File: src/sv/ins_sort_pkg.sv
`timescale 1ns / 1ps

package ins_sort_pkg;

	// Store depth default and data width
	localparam int DEPTH_DEF = 64;
	localparam int DATA_W    = 32;

	// Sorter control states
	typedef enum logic {
		ST_FILL,
		ST_DRAIN
	} ins_sort_state_t;

	// Per-cycle command broadcast to every cell
	typedef struct packed {
		logic insert;   // place the broadcast value into the chain
		logic shift;    // move every entry one cell toward the head
	} ins_sort_cmd_t;

endpackage

File: src/sv/ins_sort_cell.sv
`timescale 1ns / 1ps

module ins_sort_cell import ins_sort_pkg::*; (
	input  logic                      clk,
	input  logic                      arst_n,
	input  ins_sort_cmd_t             cmd,
	input  logic signed [DATA_W-1:0]  new_val,
	// neighbor toward the head
	input  logic                      left_ins,
	input  logic                      left_vld,
	input  logic signed [DATA_W-1:0]  left_val,
	// neighbor toward the tail
	input  logic                      right_vld,
	input  logic signed [DATA_W-1:0]  right_val,
	output logic                      ins,
	output logic                      vld,
	output logic signed [DATA_W-1:0]  val
);

	logic                     vld_q;
	logic signed [DATA_W-1:0] val_q;

	// Insertion point at or before this cell: empty, or held value >= new value
	assign ins = !vld_q || (val_q >= new_val);
	assign vld = vld_q;
	assign val = val_q;

	// Occupancy bit
	always_ff @(posedge clk or negedge arst_n) begin
		if (!arst_n) begin
			vld_q <= 1'b0;
		end else if (cmd.shift) begin
			vld_q <= right_vld;
		end else if (cmd.insert && ins) begin
			vld_q <= left_ins ? left_vld : 1'b1;
		end
	end

	// Value: right neighbor's on shift; new value at insertion point, else left's
	always_ff @(posedge clk) begin
		if (cmd.shift) begin
			val_q <= right_val;
		end else if (cmd.insert && ins) begin
			val_q <= left_ins ? left_val : new_val;
		end
	end

endmodule

File: config.mk
export PLATFORM = sky130hd
export DESIGN_NAME = ins_sort_cell
export DESIGN_NICKNAME = d
export VERILOG_FILES = /design/src/sv/ins_sort_pkg.sv /design/src/sv/ins_sort_cell.sv
export SDC_FILE = /design/constraint.sdc
export NUM_CORES = 1
export LEC_CHECK = 0
export BUFFER_PORTS_ARGS = -buffer_cell sky130_fd_sc_hd__buf_2
export CELL_PAD_IN_SITES_DETAIL_PLACEMENT = 0
export CELL_PAD_IN_SITES_GLOBAL_PLACEMENT = 1
export CORE_AREA = 2 2 93 95
export DETAILED_ROUTE_END_ITERATION = 8
export DIE_AREA = 0 0 95 97
export PLACE_DENSITY_LB_ADDON = 0.25
export SLEW_MARGIN = 30
export SYNTH_ARGS = -nofsm -noshare
export SYNTH_HDL_FRONTEND = slang
export SYNTH_SLANG_ARGS = --single-unit
File: constraint.sdc
create_clock -name clk -period 5.8 [get_ports clk]
set_clock_uncertainty 0.15 [all_clocks]
set_input_delay 1.16 -clock clk [delete_from_list [all_inputs] [get_ports clk]]
set_output_delay 1.16 -clock clk [all_outputs]
set_load 0.005 [all_outputs]
# [Yosys cells after proc, flatten, opt, wreduce, memory -nomap -nowiden]
# Index checks and enable logic that the tools add are counted.
[totals] ff_bits=33 in_bits=103 out_inout_bits=34
[classes] n_lt_le_gt_ge=1 muxes=6 n_reduce_logical=4
[ops] op="32-bit 2-to-1 mux" count=3
[ops] op="32-bit greater-or-equal comparator" count=1
[ops] op="1-bit 2-to-1 mux" count=3
[ops] op="2-bit nonzero test" count=1
[ops] op="1-bit logical AND" count=1
[ops] op="1-bit logical NOT" count=1
[ops] op="1-bit logical OR" count=1

# [Depth between registers and ports, before layout]
[logic_depth] depth_word=5 mapped_depth=8 depth_no_buf=8

# [Worst setup path before layout]
# Ideal clock, no wire load.
[synth_timing] path_kind="input port to flip-flop" start="in new_val[1]" end="reg val_q[0] (netlist: val[0]), enable pin" setup_time_ps=480 arrival_ps=4834 required_time_ps=5170 slack_ps=336 cell_stages=8 cell_sequence="inv_1 > ha_1 > nor2b_1 > o211ai_1 > a2111oi_1 > o31ai_2 > nor3b_2 > a311oi_1"
[synth_between] elab_chain_len=4
[synth_rtl] item="start, declared" line_no="ins_sort_cell.sv:7" source="input logic signed [DATA_W-1:0] new_val,"
[synth_rtl] item="32-bit greater-or-equal comparator" line_no="ins_sort_cell.sv:24" source="assign ins = !vld_q || (val_q >= new_val);"
[synth_rtl] item="1-bit logical OR" line_no="ins_sort_cell.sv:24"
[synth_rtl] item="1-bit logical AND" line_no="ins_sort_cell.sv:43" source="end else if (cmd.insert && ins) begin"
[synth_rtl] item="2-bit nonzero test (no source line)"
[synth_rtl] item="end signal, assigned" line_no="ins_sort_cell.sv:42" source="val_q <= right_val;"
[synth_rtl] item="end signal, assigned" line_no="ins_sort_cell.sv:44" source="val_q <= left_ins ? left_val : new_val;"
[synth_rtl] item="end, declared" line_no="ins_sort_cell.sv:21" source="logic signed [DATA_W-1:0] val_q;"
# Every way passes these cells.
# A chain may end at the register's enable or synchronous reset.

# [Final worst setup path]
[layout_timing] start="in new_val[7]" end="out ins"
[layout_between] elab_chain_len=2
[layout_rtl] item="32-bit greater-or-equal comparator" line_no="ins_sort_cell.sv:24"
[layout_rtl] item="1-bit logical OR" line_no="ins_sort_cell.sv:24"
[layout_rtl] item="end, declared" line_no="ins_sort_cell.sv:15" source="output logic ins,"
# Every way passes these cells.

==> metrics <==
Total GRT Usage=~14%; Leakage=1.77 nW; Final Critical Period=4.29 ns; RSZ-0062 raised after global routing=false; Final GP Congestion=just under 0.8; CP required=4.49 ns; initial core utilization=between 30% and 40%; Most used DFF post-synth=edfxtp_1; Setup CP Type=primary input to output pin; maxcap violations=0; commonest non-fill, non-tap cells in the layout=buf_2, nand2_1, o21ai_0; DIE WIDTH=95 um; layout cells sized above 1=36.6%; total number of vias=2364; Root Driver=clkbuf_8; worst rel slew slack=61.4%; Highest Signal Layer=met4; met2 wire len=~3200 um; Finished Layout Cells=512; WL per Instance=12.8 um; post-synthesis sequential area ratio=between 30% and 40%; Mapped Nets=406; Tightest Hold Check Type=primary input to asynchronous set/reset pin; Tcrit/Tclk final=73.9%; vias in the first global route=2401; synth warn=0; first-pass GRT wire length=~11000 um; initial DRC count=33; row count=33; Clock Latency Late Sink=about 0.28 ns; HPWL Detailed=5330 um; DR WL met3=390 um; total grt overflow=0; clk slew on worst S/H paths=0.07 ns; Port Buffers=136; final net count=541; Crit. End Element=output pin; CP peak stage delay=0.35 ns; Post-Route WL=6550 um; P&R area growth vs syn=35.0%; Critical-path top delay cell=o31ai_2; synth unique cells=28; Slew Limit Fails=0; DRC violations left=0; Boundary Pins=137; PwrDens=216 nW/um2; Met1 Wirelength=2870 um; # hold bufs at CTS=0; Die H=97 um; startpoint types=primary input; Synth Area per Inst=9.39 um2; crit-path cells=buf_2, inv_1, ha_1, a21oi_1, o21ai_0, a221o_1, o31ai_2, a21oi_1, nand3b_1, buf_2; Max Freq=233 MHz; Core ar.=8130 um2; initial antenna violation count=0; ANT nets after route=0; TritonCTS Buffers=5; Worst-Margin Slew=0.579 ns; vias per cell=~4.6; outcome=complete, no violations; Setup Buffers After CTS=0; clock sink count=33; Die ar.=9220 um2; commonest non-fill, non-tap cell in the layout=buf_2; post-cts resize count=0; synthesized cell area=2540 um2; Max FO, Critical Path=3; deepest clock path buffer count=2; Final Hold Fails=0; TritonCTS clock tree=built; router iterations before antenna repair=4; ys async rst share=under 10%; setup tns final=0 ns; Post-synth EDFFs=32; Worst VDD drop=0.0800 mV; # setup viols final=0; Seq cells post-synth=33; CP arrival=2.98 ns; post-synthesis instance total=271; largest net degree at the start of global routing=70; H-tree levels=2; diode count=0; placed instance count=slightly above 500
layer usage:
layer | track usage, % | vias to the layer above
li1 | - | 1242
met1 | 17.6 | 1040
met2 | 24.6 | 74
met3 | 3.97 | 8
met4 | 3.90 | 0
met5 | 0 | -
final cells by class:
class                           count  area, um2
Fill cell                         863       4700
Sequential cell                    33        986
Clock buffer                        8       80.1
Multi-Input combinational cell    193       1400
Timing Repair Buffer              139        706
Inverter                           34        128
Tap cell                          105        131
report_power, final:
part / switching, W / internal, W / total, W / leakage [nW]
registers: 0.0000197 / 0.000311 / 0.000330 / 0.337
logic: 0.000130 / 0.000116 / 0.000246 / 1.39
clock network: 0.0000811 / 0.0000853 / 0.000166 / 0.0395
total: 0.000230 / 0.000512 / 0.000742 / 1.77
stage by stage:
stage | power, W | utilization [%] | worst slack, ns | hold slack, ns | instance area, um2
final | 0.000742 | 42.2 | 1.51 | 0.494 | 3430
after global routing | 0.000803 | 42.2 | 1.36 | 0.471 | 3430
after CTS | 0.000763 | 42.2 | 1.46 | 0.476 | 3430
after detailed placement | 0.000588 | 41.2 | 1.49 | 0.548 | 3350
after global placement | 0.000584 | 41.2 | 1.53 | 0.544 | 3350
after floorplan | 0.000468 | - | 0.336 | 0.508 | 2540
path summary, 6_finish.rpt:
path                                 start       to  slack (ns)  depth (start not counted)
min in group clk                       vld      vld        0.55                          4
worst min-delay path                arst_n      vld        0.49                          1
worst min register to register         vld      vld        0.55                          4
worst max-delay path            new_val[7]      ins        1.51                         10
worst max register to register     val[31]  val[25]        2.59                          8
max in group asynchronous           arst_n      vld        4.92                          1
worst max-delay path: cells and delay by family:
| kind | cells | cell delay (ns) |
|---|---|---|
| AND/OR/NAND/NOR | 1 | 0.16 |
| buffers and inverters | 3 | 0.29 |
| AO/OA/AOI/OAI | 5 | 1.06 |
| adder cells (fa/ha/maj) | 1 | 0.32 |
Yosys cell counts (all sizes together) (3+ instances only):
| library cell | count | area share (%) |
|---|---|---|
| nand2 | 39 | 5.8 |
| o21ai | 36 | 7.1 |
| inv | 34 | 5.0 |
| edfxtp | 32 | 38 |
| ha | 32 | 16 |
| mux2i | 32 | 13 |
| a21oi | 16 | 3.1 |
| nand4 | 9 | 2.5 |
| clkbuf | 8 | 1.2 |
| nor2 | 7 | 1.0 |
| nand3 | 5 | 0.98 |
| nand3b | 4 | 1.2 |
| buf | 3 | 0.59 |
registers in the layout, indices dropped and copies added (netlist names):
signal and flops:
val 32, vld 1
kinds of logic (layout without fill, tap and decap cells):
kind of cell,count (synthesis),in the layout,share of synthesized area (%)
buf+inv,45,181,6.78
fa+ha+maj,32,32,15.7
compound gates,60,60,12.9
simple gates,69,69,13.2
flops,33,33,38.7
mux,32,32,12.6
No activity file was read; power rests on OpenSTA's default activity.
